[config.mk]
export PLATFORM = sky130hd
export DESIGN_NAME = touchpad_gesture_engine_core_flat
export DESIGN_NICKNAME = d
export VERILOG_FILES = /design/src/hw/rtl/tge_pkg.sv /design/src/hw/rtl/tge_in_if.sv /design/src/hw/rtl/tge_out_if.sv /design/src/hw/rtl/touchpad_gesture_engine_core.sv /design/src/flat_wrapper.sv
export SDC_FILE = /design/constraint.sdc
export NUM_CORES = 1
export LEC_CHECK = 0
export ABC_AREA = 1
export BUFFER_PORTS_ARGS = -buffer_cell sky130_fd_sc_hd__buf_4
export CAP_MARGIN = 30
export CORE_UTILIZATION = 65
export CTS_CLUSTER_DIAMETER = 40
export DETAILED_ROUTE_END_ITERATION = 8
export GPL_TIMING_DRIVEN = 0
export PLACE_DENSITY = 0.85
export REMOVE_ABC_BUFFERS = 1
export SYNTH_ARGS = -nofsm -noshare
export SYNTH_HDL_FRONTEND = slang
export SYNTH_SLANG_ARGS = --single-unit
[constraint.sdc]
create_clock -name i_clk -period 17.32 [get_ports i_clk]
set_clock_uncertainty 0.1 [all_clocks]
set_input_delay 2.598 -clock i_clk [delete_from_list [all_inputs] [get_ports i_clk]]
set_output_delay 2.598 -clock i_clk [all_outputs]
set_load 0.1 [all_outputs]
[src/hw/rtl/tge_pkg.sv]
// ----------------------------------------------------------------------------
// tge_pkg
// Shared types, constants and helpers of the touchpad gesture engine.
// ----------------------------------------------------------------------------
package tge_pkg;

    // Motion ramp and counter limits
    localparam logic [7:0] SPEED_MAX = 8'h80;
    localparam logic [7:0] SPEED_INC = 8'h04;
    localparam logic [7:0] COUNT_MAX = 8'hff;
    localparam logic [6:0] MOTION_MAX = 7'd127;

    // Tap button codes
    localparam logic [2:0] BTN_NONE  = 3'd0;
    localparam logic [2:0] BTN_LEFT  = 3'd1;
    localparam logic [2:0] BTN_RIGHT = 3'd2;

    // Request kinds
    localparam logic KIND_TICK   = 1'b0;
    localparam logic KIND_REPORT = 1'b1;

    // Finger count codes
    localparam logic [1:0] FINGERS_NONE  = 2'd0;
    localparam logic [1:0] FINGERS_ONE   = 2'd1;
    localparam logic [1:0] FINGERS_TWO   = 2'd2;
    localparam logic [1:0] FINGERS_OTHER = 2'd3;

    // Register map: word index on paddr[4:2]
    localparam int unsigned PADDR_W = 5;
    localparam logic [2:0] REG_PRETAP_TICKS    = 3'd0;
    localparam logic [2:0] REG_CLICK_TICKS     = 3'd1;
    localparam logic [2:0] REG_TOUCH_TIMEOUT   = 3'd2;
    localparam logic [2:0] REG_DRAG_HYSTERESIS = 3'd3;
    localparam logic [2:0] REG_WHEEL_STEP      = 3'd4;
    localparam logic [2:0] REG_TAP_ENABLE      = 3'd5;
    localparam logic [2:0] REG_TAP_DISTANCE    = 3'd6;

    // One input request
    typedef struct packed {
        logic        kind;
        logic [1:0]  finger_count;
        logic [15:0] pos_x;
        logic [15:0] pos_y;
        logic        sample_valid;
        logic        touch_blocked;
        logic [2:0]  button_mask;
    } t_item;

    // One report
    typedef struct packed {
        logic signed [7:0] delta_x;
        logic signed [7:0] delta_y;
        logic signed [7:0] wheel;
        logic [2:0]        buttons;
    } t_result;

    // Configuration registers
    typedef struct packed {
        logic [7:0]  pretap_ticks;
        logic [7:0]  click_ticks;
        logic [7:0]  touch_timeout;
        logic [15:0] drag_hysteresis;
        logic [6:0]  wheel_step;
        logic        tap_enable;
        logic [7:0]  tap_distance;
    } t_cfg;

    // Clamp a coordinate difference to the speed limit and to +-127
    function automatic logic signed [7:0] clamp_motion(
        input logic signed [16:0] v,
        input logic [7:0]         lim
    );
        logic [6:0]         eff;
        logic signed [16:0] hi;
        logic signed [16:0] lo;
        logic signed [16:0] r;
        eff = (lim > {1'b0, MOTION_MAX}) ? MOTION_MAX : lim[6:0];
        hi  = $signed({10'd0, eff});
        lo  = -hi;
        if (v > hi) begin
            r = hi;
        end else if (v < lo) begin
            r = lo;
        end else begin
            r = v;
        end
        return r[7:0];
    endfunction

endpackage

[src/hw/rtl/tge_in_if.sv]
// ----------------------------------------------------------------------------
// tge_in_if
// Request channel of the gesture engine: valid/ready plus sample fields.
// ----------------------------------------------------------------------------
interface tge_in_if;
    logic        valid;
    logic        ready;
    logic        kind;
    logic [1:0]  finger_count;
    logic [15:0] pos_x;
    logic [15:0] pos_y;
    logic        sample_valid;
    logic        touch_blocked;
    logic [2:0]  button_mask;

    modport source (
        output valid, kind, finger_count, pos_x, pos_y, sample_valid,
               touch_blocked, button_mask,
        input  ready
    );
    modport sink (
        input  valid, kind, finger_count, pos_x, pos_y, sample_valid,
               touch_blocked, button_mask,
        output ready
    );
endinterface

[src/hw/rtl/tge_out_if.sv]
// ----------------------------------------------------------------------------
// tge_out_if
// Report channel of the gesture engine: valid/ready plus mouse report.
// ----------------------------------------------------------------------------
interface tge_out_if;
    logic              valid;
    logic              ready;
    logic signed [7:0] delta_x;
    logic signed [7:0] delta_y;
    logic signed [7:0] wheel;
    logic [2:0]        buttons;

    modport source (
        output valid, delta_x, delta_y, wheel, buttons,
        input  ready
    );
    modport sink (
        input  valid, delta_x, delta_y, wheel, buttons,
        output ready
    );
endinterface

[src/hw/rtl/touchpad_gesture_engine_core.sv]
// ----------------------------------------------------------------------------
// touchpad_gesture_engine_core
// Turns touchpad tick samples into relative mouse reports (motion, wheel,
// tap buttons) with an APB register port for the gesture tuning values.
// ----------------------------------------------------------------------------
// The block takes one request per clock while no report request waits in the
// input register. A request is captured in an input register, from which a
// single state-update stage applies it to the gesture state and, for a report
// request, loads the report register, from which the report shows on o_out.
// Tick requests produce no report. Requests keep flowing while a finished
// report waits for o_out.ready; only a report request that finds the report
// register still full waits in the input register. The user must write the
// registers through APB only while the block is idle; no logic enforces it.
module touchpad_gesture_engine_core (
    input  logic                         i_clk,
    input  logic                         i_rst_n,
    tge_in_if.sink                       i_in,
    tge_out_if.source                    o_out,
    input  logic                         psel,
    input  logic                         penable,
    input  logic                         pwrite,
    input  logic [tge_pkg::PADDR_W-1:0]  paddr,
    input  logic [31:0]                  pwdata,
    output logic [31:0]                  prdata,
    output logic                         pready
);

    // ------------------------------------------------------------------
    // Configuration registers
    // ------------------------------------------------------------------
    tge_pkg::t_cfg r_cfg;
    logic [2:0]    reg_idx;
    logic          cfg_wr;

    assign reg_idx = paddr[4:2];
    assign cfg_wr  = psel && penable && pwrite;
    assign pready  = 1'b1;

    always_ff @(posedge i_clk) begin
        if (!i_rst_n) begin
            r_cfg.pretap_ticks    <= 8'd2;
            r_cfg.click_ticks     <= 8'd10;
            r_cfg.touch_timeout   <= 8'd8;
            r_cfg.drag_hysteresis <= 16'd16;
            r_cfg.wheel_step      <= 7'd1;
            r_cfg.tap_enable      <= 1'b1;
            r_cfg.tap_distance    <= 8'd10;
        end else if (cfg_wr) begin
            unique case (reg_idx)
                tge_pkg::REG_PRETAP_TICKS:    r_cfg.pretap_ticks    <= pwdata[7:0];
                tge_pkg::REG_CLICK_TICKS:     r_cfg.click_ticks     <= pwdata[7:0];
                tge_pkg::REG_TOUCH_TIMEOUT:   r_cfg.touch_timeout   <= pwdata[7:0];
                tge_pkg::REG_DRAG_HYSTERESIS: r_cfg.drag_hysteresis <= pwdata[15:0];
                tge_pkg::REG_WHEEL_STEP:      r_cfg.wheel_step      <= pwdata[6:0];
                tge_pkg::REG_TAP_ENABLE:      r_cfg.tap_enable      <= pwdata[0];
                tge_pkg::REG_TAP_DISTANCE:    r_cfg.tap_distance    <= pwdata[7:0];
                default: ;
            endcase
        end
    end

    // Register readback
    always_comb begin
        unique case (reg_idx)
            tge_pkg::REG_PRETAP_TICKS:    prdata = {24'd0, r_cfg.pretap_ticks};
            tge_pkg::REG_CLICK_TICKS:     prdata = {24'd0, r_cfg.click_ticks};
            tge_pkg::REG_TOUCH_TIMEOUT:   prdata = {24'd0, r_cfg.touch_timeout};
            tge_pkg::REG_DRAG_HYSTERESIS: prdata = {16'd0, r_cfg.drag_hysteresis};
            tge_pkg::REG_WHEEL_STEP:      prdata = {25'd0, r_cfg.wheel_step};
            tge_pkg::REG_TAP_ENABLE:      prdata = {31'd0, r_cfg.tap_enable};
            tge_pkg::REG_TAP_DISTANCE:    prdata = {24'd0, r_cfg.tap_distance};
            default:                      prdata = 32'd0;
        endcase
    end

    // ------------------------------------------------------------------
    // Input register and stage handshake
    // ------------------------------------------------------------------
    logic           r_in_valid;
    tge_pkg::t_item r_in;
    logic           r_out_valid;
    tge_pkg::t_result r_out;
    logic           advance;
    logic           is_tick;
    logic           is_report;
    logic           in_fire;

    assign is_tick   = r_in_valid && (r_in.kind == tge_pkg::KIND_TICK);
    assign is_report = r_in_valid && (r_in.kind == tge_pkg::KIND_REPORT);
    // a tick never needs the report register
    assign advance   = is_tick || (is_report && (!r_out_valid || o_out.ready));
    assign i_in.ready = !r_in_valid || advance;
    assign in_fire    = i_in.valid && i_in.ready;

    always_ff @(posedge i_clk) begin
        if (!i_rst_n) begin
            r_in_valid <= 1'b0;
        end else if (i_in.ready) begin
            r_in_valid <= i_in.valid;
        end
    end

    always_ff @(posedge i_clk) begin
        if (in_fire) begin
            r_in.kind          <= i_in.kind;
            r_in.finger_count  <= i_in.finger_count;
            r_in.pos_x         <= i_in.pos_x;
            r_in.pos_y         <= i_in.pos_y;
            r_in.sample_valid  <= i_in.sample_valid;
            r_in.touch_blocked <= i_in.touch_blocked;
            r_in.button_mask   <= i_in.button_mask;
        end
    end

    // ------------------------------------------------------------------
    // Gesture state
    // ------------------------------------------------------------------
    logic [1:0]  r_sample_fingers, n_sample_fingers;
    logic [15:0] r_sample_x, n_sample_x;
    logic [15:0] r_sample_y, n_sample_y;
    logic [1:0]  r_prev_fingers, n_prev_fingers;
    logic [15:0] r_prev_x, n_prev_x;
    logic [15:0] r_prev_y, n_prev_y;
    logic [15:0] r_start_x, n_start_x;
    logic [15:0] r_start_y, n_start_y;
    logic [7:0]  r_idle_count, n_idle_count;
    logic [7:0]  r_two_finger_count, n_two_finger_count;
    logic [7:0]  r_press_window, n_press_window;
    logic [7:0]  r_contact_timer, n_contact_timer;
    logic [7:0]  r_speed_limit, n_speed_limit;
    logic [2:0]  r_button_latch, n_button_latch;
    logic [2:0]  r_tap_request, n_tap_request;
    logic        r_sample_armed, n_sample_armed;
    tge_pkg::t_result n_out;

    // Tick arithmetic: counters after this tick
    logic [7:0]  tk_idle;
    logic        tk_at_timeout;
    logic [7:0]  tk_tfc_base;
    logic [7:0]  tk_tfc;
    logic [7:0]  tk_press;
    logic [7:0]  tk_contact;
    logic        tk_contact_one;

    assign tk_idle = (r_idle_count != tge_pkg::COUNT_MAX &&
                      r_in.finger_count == tge_pkg::FINGERS_NONE)
                     ? r_idle_count + 8'd1 : r_idle_count;
    assign tk_at_timeout = (tk_idle == r_cfg.touch_timeout);
    assign tk_tfc_base   = tk_at_timeout ? 8'd0 : r_two_finger_count;
    assign tk_tfc = (tk_tfc_base != tge_pkg::COUNT_MAX &&
                     r_in.finger_count == tge_pkg::FINGERS_TWO)
                    ? tk_tfc_base + 8'd1 : tk_tfc_base;
    assign tk_press   = (r_press_window != 8'd0) ? r_press_window - 8'd1 : 8'd0;
    assign tk_contact = (r_contact_timer != 8'd0) ? r_contact_timer - 8'd1 : 8'd0;
    assign tk_contact_one = (tk_contact == 8'd1);

    // Report arithmetic: motion, tap drift, wheel thresholds
    logic signed [16:0] rp_diff_x;
    logic signed [16:0] rp_diff_y;
    logic signed [7:0]  rp_dx;
    logic signed [7:0]  rp_dy;
    logic signed [17:0] rp_drift;
    logic [16:0]        rp_drift_abs;
    logic               rp_tap_close;
    logic [16:0]        rp_y_lo;
    logic [16:0]        rp_prev_lo;
    logic               rp_up;
    logic               rp_down;
    logic [7:0]         rp_step;
    logic [7:0]         rp_speed_base;

    assign rp_diff_x = $signed({1'b0, r_sample_x}) - $signed({1'b0, r_prev_x});
    assign rp_diff_y = $signed({1'b0, r_sample_y}) - $signed({1'b0, r_prev_y});
    assign rp_dx     = tge_pkg::clamp_motion(rp_diff_x, r_speed_limit);
    assign rp_dy     = tge_pkg::clamp_motion(rp_diff_y, r_speed_limit);

    assign rp_drift = $signed({2'd0, r_start_x}) + $signed({2'd0, r_start_y})
                    - $signed({2'd0, r_sample_x}) - $signed({2'd0, r_sample_y});
    assign rp_drift_abs = rp_drift[17] ? 17'(-rp_drift) : rp_drift[16:0];
    assign rp_tap_close = (rp_drift_abs < {9'd0, r_cfg.tap_distance});

    assign rp_y_lo    = {1'b0, r_sample_y} + {1'b0, r_cfg.drag_hysteresis};
    assign rp_prev_lo = {1'b0, r_prev_y} + {1'b0, r_cfg.drag_hysteresis};
    assign rp_up      = ({1'b0, r_prev_y} > rp_y_lo);
    assign rp_down    = (rp_prev_lo < {1'b0, r_sample_y});
    assign rp_step    = {1'b0, r_cfg.wheel_step};

    // speed limit restarts on a fresh contact or after two fingers
    assign rp_speed_base = (r_prev_fingers == tge_pkg::FINGERS_NONE ||
                            r_prev_fingers == tge_pkg::FINGERS_TWO)
                           ? 8'd0 : r_speed_limit;

    // State update for the request in the input register
    always_comb begin
        n_sample_fingers   = r_sample_fingers;
        n_sample_x         = r_sample_x;
        n_sample_y         = r_sample_y;
        n_prev_fingers     = r_prev_fingers;
        n_prev_x           = r_prev_x;
        n_prev_y           = r_prev_y;
        n_start_x          = r_start_x;
        n_start_y          = r_start_y;
        n_idle_count       = r_idle_count;
        n_two_finger_count = r_two_finger_count;
        n_press_window     = r_press_window;
        n_contact_timer    = r_contact_timer;
        n_speed_limit      = r_speed_limit;
        n_button_latch     = r_button_latch;
        n_tap_request      = r_tap_request;
        n_sample_armed     = r_sample_armed;
        n_out.delta_x      = 8'sd0;
        n_out.delta_y      = 8'sd0;
        n_out.wheel        = 8'sd0;
        n_out.buttons      = r_button_latch | r_in.button_mask;

        if (advance && is_tick) begin
            // store sample, run counters
            n_sample_fingers   = r_in.finger_count;
            n_sample_x         = r_in.pos_x;
            n_sample_y         = r_in.pos_y;
            n_idle_count       = tk_idle;
            n_two_finger_count = tk_tfc;
            n_press_window     = tk_press;
            n_contact_timer    = tk_contact;
            if (r_in.sample_valid && !r_in.touch_blocked) begin
                n_sample_armed = 1'b1;
            end
            if (tk_at_timeout && r_cfg.tap_enable) begin
                n_button_latch = r_tap_request;
                n_tap_request  = tge_pkg::BTN_NONE;
            end
            if (tk_contact_one) begin
                n_prev_x = 16'd0;
                n_prev_y = 16'd0;
                if (tk_press != 8'd0) begin
                    n_sample_armed = 1'b1;
                end else begin
                    n_prev_fingers = tge_pkg::FINGERS_NONE;
                end
            end
        end else if (advance && is_report) begin
            n_button_latch = tge_pkg::BTN_NONE;
            if (r_sample_armed) begin
                unique case (r_sample_fingers)
                    tge_pkg::FINGERS_NONE: begin
                        // lift: maybe a tap
                        if (r_prev_fingers != tge_pkg::FINGERS_NONE) begin
                            if (r_idle_count > r_cfg.pretap_ticks && rp_tap_close) begin
                                n_tap_request = (r_two_finger_count != 8'd0)
                                                ? tge_pkg::BTN_RIGHT : tge_pkg::BTN_LEFT;
                            end
                            n_idle_count = 8'd0;
                        end
                        n_speed_limit = 8'd0;
                        n_prev_x      = 16'd0;
                        n_prev_y      = 16'd0;
                    end
                    tge_pkg::FINGERS_ONE: begin
                        // pointer motion
                        n_contact_timer = r_cfg.touch_timeout;
                        if (r_prev_fingers == tge_pkg::FINGERS_NONE) begin
                            n_press_window = r_cfg.click_ticks;
                        end
                        if (r_prev_fingers == tge_pkg::FINGERS_ONE &&
                            r_prev_x != 16'd0) begin
                            n_out.delta_x = rp_dx;
                            n_out.delta_y = rp_dy;
                        end
                        if (r_prev_fingers != tge_pkg::FINGERS_ONE) begin
                            n_start_x = r_sample_x;
                            n_start_y = r_sample_y;
                        end
                        n_prev_x      = r_sample_x;
                        n_prev_y      = r_sample_y;
                        n_speed_limit = (rp_speed_base < tge_pkg::SPEED_MAX)
                                        ? rp_speed_base + tge_pkg::SPEED_INC
                                        : rp_speed_base;
                    end
                    tge_pkg::FINGERS_TWO: begin
                        // scroll
                        if (r_prev_fingers == tge_pkg::FINGERS_NONE) begin
                            n_contact_timer = r_cfg.touch_timeout;
                        end
                        if (r_prev_fingers == tge_pkg::FINGERS_TWO) begin
                            if (rp_up) begin
                                n_out.wheel = rp_step;
                            end else if (rp_down) begin
                                n_out.wheel = -rp_step;
                            end
                            if ((rp_up || rp_down) && rp_step != 8'd0) begin
                                n_idle_count = 8'd0;
                            end
                            n_press_window = 8'd0;
                        end else begin
                            n_two_finger_count = 8'd0;
                            n_start_x          = r_sample_x;
                            n_start_y          = r_sample_y;
                        end
                        n_prev_x = r_sample_x;
                        n_prev_y = r_sample_y;
                    end
                    default: begin
                        n_prev_x = 16'd0;
                        n_prev_y = 16'd0;
                    end
                endcase
                n_prev_fingers = r_sample_fingers;
                n_sample_armed = 1'b0;
            end
        end
    end

    always_ff @(posedge i_clk) begin
        if (!i_rst_n) begin
            r_sample_fingers   <= 2'd0;
            r_sample_x         <= 16'd0;
            r_sample_y         <= 16'd0;
            r_prev_fingers     <= 2'd0;
            r_prev_x           <= 16'd0;
            r_prev_y           <= 16'd0;
            r_start_x          <= 16'd0;
            r_start_y          <= 16'd0;
            r_idle_count       <= 8'd0;
            r_two_finger_count <= 8'd0;
            r_press_window     <= 8'd0;
            r_contact_timer    <= 8'd0;
            r_speed_limit      <= 8'd0;
            r_button_latch     <= 3'd0;
            r_tap_request      <= 3'd0;
            r_sample_armed     <= 1'b0;
        end else begin
            r_sample_fingers   <= n_sample_fingers;
            r_sample_x         <= n_sample_x;
            r_sample_y         <= n_sample_y;
            r_prev_fingers     <= n_prev_fingers;
            r_prev_x           <= n_prev_x;
            r_prev_y           <= n_prev_y;
            r_start_x          <= n_start_x;
            r_start_y          <= n_start_y;
            r_idle_count       <= n_idle_count;
            r_two_finger_count <= n_two_finger_count;
            r_press_window     <= n_press_window;
            r_contact_timer    <= n_contact_timer;
            r_speed_limit      <= n_speed_limit;
            r_button_latch     <= n_button_latch;
            r_tap_request      <= n_tap_request;
            r_sample_armed     <= n_sample_armed;
        end
    end

    // ------------------------------------------------------------------
    // Report register
    // ------------------------------------------------------------------
    always_ff @(posedge i_clk) begin
        if (!i_rst_n) begin
            r_out_valid <= 1'b0;
        end else if (advance && is_report) begin
            r_out_valid <= 1'b1;
        end else if (o_out.ready) begin
            r_out_valid <= 1'b0;
        end
    end

    always_ff @(posedge i_clk) begin
        if (advance && is_report) begin
            r_out <= n_out;
        end
    end

    assign o_out.valid   = r_out_valid;
    assign o_out.delta_x = r_out.delta_x;
    assign o_out.delta_y = r_out.delta_y;
    assign o_out.wheel   = r_out.wheel;
    assign o_out.buttons = r_out.buttons;

endmodule

[src/flat_wrapper.sv]
// flat-port wrapper written by rule: the top's interface ports become plain ports
module touchpad_gesture_engine_core_flat 
  (i_clk, i_rst_n, psel, penable, pwrite, paddr, pwdata, prdata, pready, i_in_valid, i_in_kind, i_in_finger_count, i_in_pos_x, i_in_pos_y, i_in_sample_valid, i_in_touch_blocked, i_in_button_mask, i_in_ready, o_out_valid, o_out_delta_x, o_out_delta_y, o_out_wheel, o_out_buttons, o_out_ready);
  tge_in_if i_in_i ();
  tge_out_if o_out_i ();
  input  logic i_clk;
  input  logic i_rst_n;
  input  logic psel;
  input  logic penable;
  input  logic pwrite;
  input  logic [tge_pkg::PADDR_W-1:0] paddr;
  input  logic [31:0] pwdata;
  output logic [31:0] prdata;
  output logic pready;
  input wire logic [$bits(i_in_i.valid)-1:0] i_in_valid;
  input wire logic [$bits(i_in_i.kind)-1:0] i_in_kind;
  input wire logic [$bits(i_in_i.finger_count)-1:0] i_in_finger_count;
  input wire logic [$bits(i_in_i.pos_x)-1:0] i_in_pos_x;
  input wire logic [$bits(i_in_i.pos_y)-1:0] i_in_pos_y;
  input wire logic [$bits(i_in_i.sample_valid)-1:0] i_in_sample_valid;
  input wire logic [$bits(i_in_i.touch_blocked)-1:0] i_in_touch_blocked;
  input wire logic [$bits(i_in_i.button_mask)-1:0] i_in_button_mask;
  output wire logic [$bits(i_in_i.ready)-1:0] i_in_ready;
  output wire logic [$bits(o_out_i.valid)-1:0] o_out_valid;
  output wire logic [$bits(o_out_i.delta_x)-1:0] o_out_delta_x;
  output wire logic [$bits(o_out_i.delta_y)-1:0] o_out_delta_y;
  output wire logic [$bits(o_out_i.wheel)-1:0] o_out_wheel;
  output wire logic [$bits(o_out_i.buttons)-1:0] o_out_buttons;
  input wire logic [$bits(o_out_i.ready)-1:0] o_out_ready;
  assign i_in_i.valid = i_in_valid;
  assign i_in_i.kind = i_in_kind;
  assign i_in_i.finger_count = i_in_finger_count;
  assign i_in_i.pos_x = i_in_pos_x;
  assign i_in_i.pos_y = i_in_pos_y;
  assign i_in_i.sample_valid = i_in_sample_valid;
  assign i_in_i.touch_blocked = i_in_touch_blocked;
  assign i_in_i.button_mask = i_in_button_mask;
  assign i_in_ready = i_in_i.ready;
  assign o_out_valid = o_out_i.valid;
  assign o_out_delta_x = o_out_i.delta_x;
  assign o_out_delta_y = o_out_i.delta_y;
  assign o_out_wheel = o_out_i.wheel;
  assign o_out_buttons = o_out_i.buttons;
  assign o_out_i.ready = o_out_ready;
  touchpad_gesture_engine_core u_core (.i_clk(i_clk), .i_rst_n(i_rst_n), .i_in(i_in_i), .o_out(o_out_i), .psel(psel), .penable(penable), .pwrite(pwrite), .paddr(paddr), .pwdata(pwdata), .prdata(prdata), .pready(pready));
endmodule
==> run summary <==
Hold Path Sink - u_core.o_out.buttons[2]
DR pass1 iterations - 6
Clock root buffer - clkbuf_16
Synthesized area - 19300 sq um
Tmin final - 7.34 ns
Synth area leaders - dfxtp_1 (21%), ha_1 (13%), nand2_1 (11%)
Drt first-iter violations - 1648
WHS - 0.374 ns
WS Path Type - reg -> reg
Maximum VDD drop - 0.0932 mV
Total Routed Length - 53500 um
Final TNS setup - 0 ns
Largest net degree at the start of global routing - 113
Core area - 28900 sq um
Most numerous cell in the Yosys netlist - nand2_1
Sequential fraction of the synthesis area - 31.2%
LEAKAGE - 10.2 nW
Library cells used by synthesis - 61
Synthesis Warnings - 0
Fmax - 0.136 GHz
Mean Syn Cell Area - 7.19 sq um
Vias - 18.7k
Rel. slew slack - 30.3%
Clock Sinks - 268
Via density - 5.88
DRC errors left - 0
Net count, final - 3081
Site Rows - 62
Synth cell count leaders - nand2_1 (552), inv_1 (360), a21oi_1 (315)
Synthesized flop and latch total - 268
Area after DPL - 20500 sq um
Post-CTS Setup Repair Bufs - 0
Clk network pwr share - 39.3%
Sequential power share - 32.3%
Ys async rst share - 0%
Max-cap violations - 0
Gate power share - 28.3%
Pint - 1.39 mW
Drt wl/cell - 16.8 um
CP endpoint kind - register
Post-DP HPWL - 39700 um
Pwr/cell area - 96.1 nW/um^2
Post-synth EDFFs - 67
Clk pin slew, worst setup/hold paths - 0.06 ns
Outcome - finished, final reports clean
R2R setup slack - 9.98 ns
Hold WC Path Type - reg -> reg
Share of the synthesized area in the top cell type - 20.8%
H-tree depth - 2
Number of setup violations in the final report - 0
Switching Fraction - 34.1%
Cts bufs inserted - 38
CTS tree - done
Worst Reg-to-Reg Cells - 44
RR Startpoint - u_core.r_start_x[0]
Resized cells post-CTS - 0
Die Wd - 174 um
Final Hold Fails - 0
Switch Pwr - 0.716 mW
Post-Syn Instances - 2686
Worst endpoint required time - 17.65 ns
CTS Hold Bufs - 0
Worst Tran Pin Value - 1.04 ns
Worst EP arrival - 7.67 ns
ANT nets after route - 0
Hold depth - 0
Primary FF master, synth - dfxtp_1
Die area - 30400 sq um
I/O Buffers - 110
First-pass GRT wire length - 86700 um
# IOs - 146
Biggest area consumer among synthesized cells - dfxtp_1
Fraction of layout cells with a size suffix above 1 - 8.49%
GRT Util Overall - 35.0%
Tcrit/Tclk final - 42.4%
FF-to-FF End - u_core.r_tap_request[0]
CP max stage delay - 0.47 ns
Chip height - 174 um
GP Congestion - 0.985
Layout Cell Area excl Fill - 21900 sq um
Ant diodes - 0
RSZ-0062 raised after global routing - false
Initial Util - 66.8%
Largest fanout on the critical path - 15
Vias in the first global route - 17.5k
Initial antenna violation count - 0
Slowest stage cell on the critical path - fa_1
CP dominant cell by count - nand2_1
Syn-to-layout area delta - 13.2%
Slew Limit Fails - 0
Overflow after GRT - 0
Hold path start - u_core.r_in[2]
Setup crit start kind - register
Clk Latency, worst-skew pair - 0.54 ns
Bufs on Longest Clock Path - 3
-- power groups by stage --
| stage | clock network (mW) | logic (mW) | registers (mW) |
|---|---|---|---|
| after floorplan | 0 | 0.431 | 0.700 |
| after global placement | 0 | 0.557 | 0.691 |
| after detailed placement | 0 | 0.583 | 0.691 |
| after CTS | 0.832 | 0.588 | 0.678 |
| after global routing | 0.860 | 0.673 | 0.680 |
| final | 0.827 | 0.596 | 0.679 |
-- layout by cell type (no fill, tap or decap), types with 6 or more instances in the layout --
cell / netlist / final
nand2_1: 552 / 551
inv_1: 360 / 359
a21oi_1: 315 / 314
nor2_1: 205 / 204
ha_1: 202 / 202
dfxtp_1: 201 / 201
o21ai_0: 198 / 198
nand3_1: 145 / 145
buf_4: 18 / 112
edfxtp_1: 67 / 67
xor2_1: 64 / 64
nor3_1: 44 / 43
clkbuf_16: 0 / 41
nand4_1: 24 / 24
xnor2_1: 24 / 24
fa_1: 21 / 21
conb_1: 2 / 17
o211ai_1: 13 / 13
a31oi_1: 12 / 12
o21bai_1: 11 / 11
nand2_2: 9 / 10
nand3b_1: 10 / 10
o21ai_1: 9 / 9
nor4_1: 10 / 9
inv_2: 8 / 8
o22ai_1: 7 / 7
a221oi_1: 7 / 7
a21o_1: 7 / 7
a211oi_1: 7 / 7
or2_2: 6 / 6
-- critical path, delay by kind of cell (launching register included) --
kind | cells | cell delay, ns
AOI/OAI and AO/OA | 11 | 2.18
and+or+nand+nor | 22 | 2.01
adders and majority gates | 5 | 1.73
buffers and inverters | 4 | 0.48
DFF | 1 | 0.36
xor gates and xnor gates | 2 | 0.36
-- worst max-delay path by stage --
stage | from | end | cells after the start
floorplan | o_out_ready | i_in_ready | 4
global placement | u_core.r_in_valid | u_core.r_start_x[13] | 9
detailed placement | u_core.r_start_x[0] | u_core.r_tap_request[0] | 44
CTS | u_core.r_start_x[0] | u_core.r_tap_request[0] | 44
global route | u_core.r_start_x[0] | u_core.r_tap_request[1] | 43
finish | u_core.r_start_x[0] | u_core.r_tap_request[0] | 44
-- area by class of cell --
cell class              instances  area, sq um
multi-input cells            1975        11600
well taps                     384          480
clock buffers                  48         1080
repair buffers                121         1030
fillers                      2194         7070
clock inverters                21          289
flip-flops and latches        268         6040
inverters                     370         1390
-- state kept, by name, summed over array words and instances, names as in the netlist, 16 cells and up --
name and cells:
u_core.r_start_y 16, u_core.r_sample_x 16, u_core.r_prev_y 16, u_core.r_sample_y 16, u_core.r_cfg 56, u_core.r_in 40, u_core.r_start_x 16, u_core.r_prev_x 16
-- cell families after synthesis --
kind of cell	after synthesis	share of synthesized area, %
adder cells (fa/ha/maj)	223	15.3
other	2	0.0389
buffers and inverters	458	9.35
AO/OA/AOI/OAI	622	17.6
AND/OR/NAND/NOR	1025	22.6
XOR/XNOR	88	3.99
flip-flops	268	31.2
-- metal layers --
metal	vias to the layer above	share of wire, %	global-route usage, %
met5	-	0	0
met4	0	3.6	13.6
met3	145	8.9	5.86
met2	861	47	59.2
met1	8577	41	44.6
li1	9146	-	-
-- stage by stage --
step                setup WS [ns]  util [%]  power (mW)  std cells
detailed placement          10.09      70.8        1.27       3118
CTS                         10.08      75.6        2.10       3187
finish                       9.98      75.6        2.10       3187
floorplan                    9.04         -        1.13       2613
global route                 9.40      75.6        2.21       3187
global placement             6.99      70.0        1.25       3107
Power figures use the tool's default switching activity.
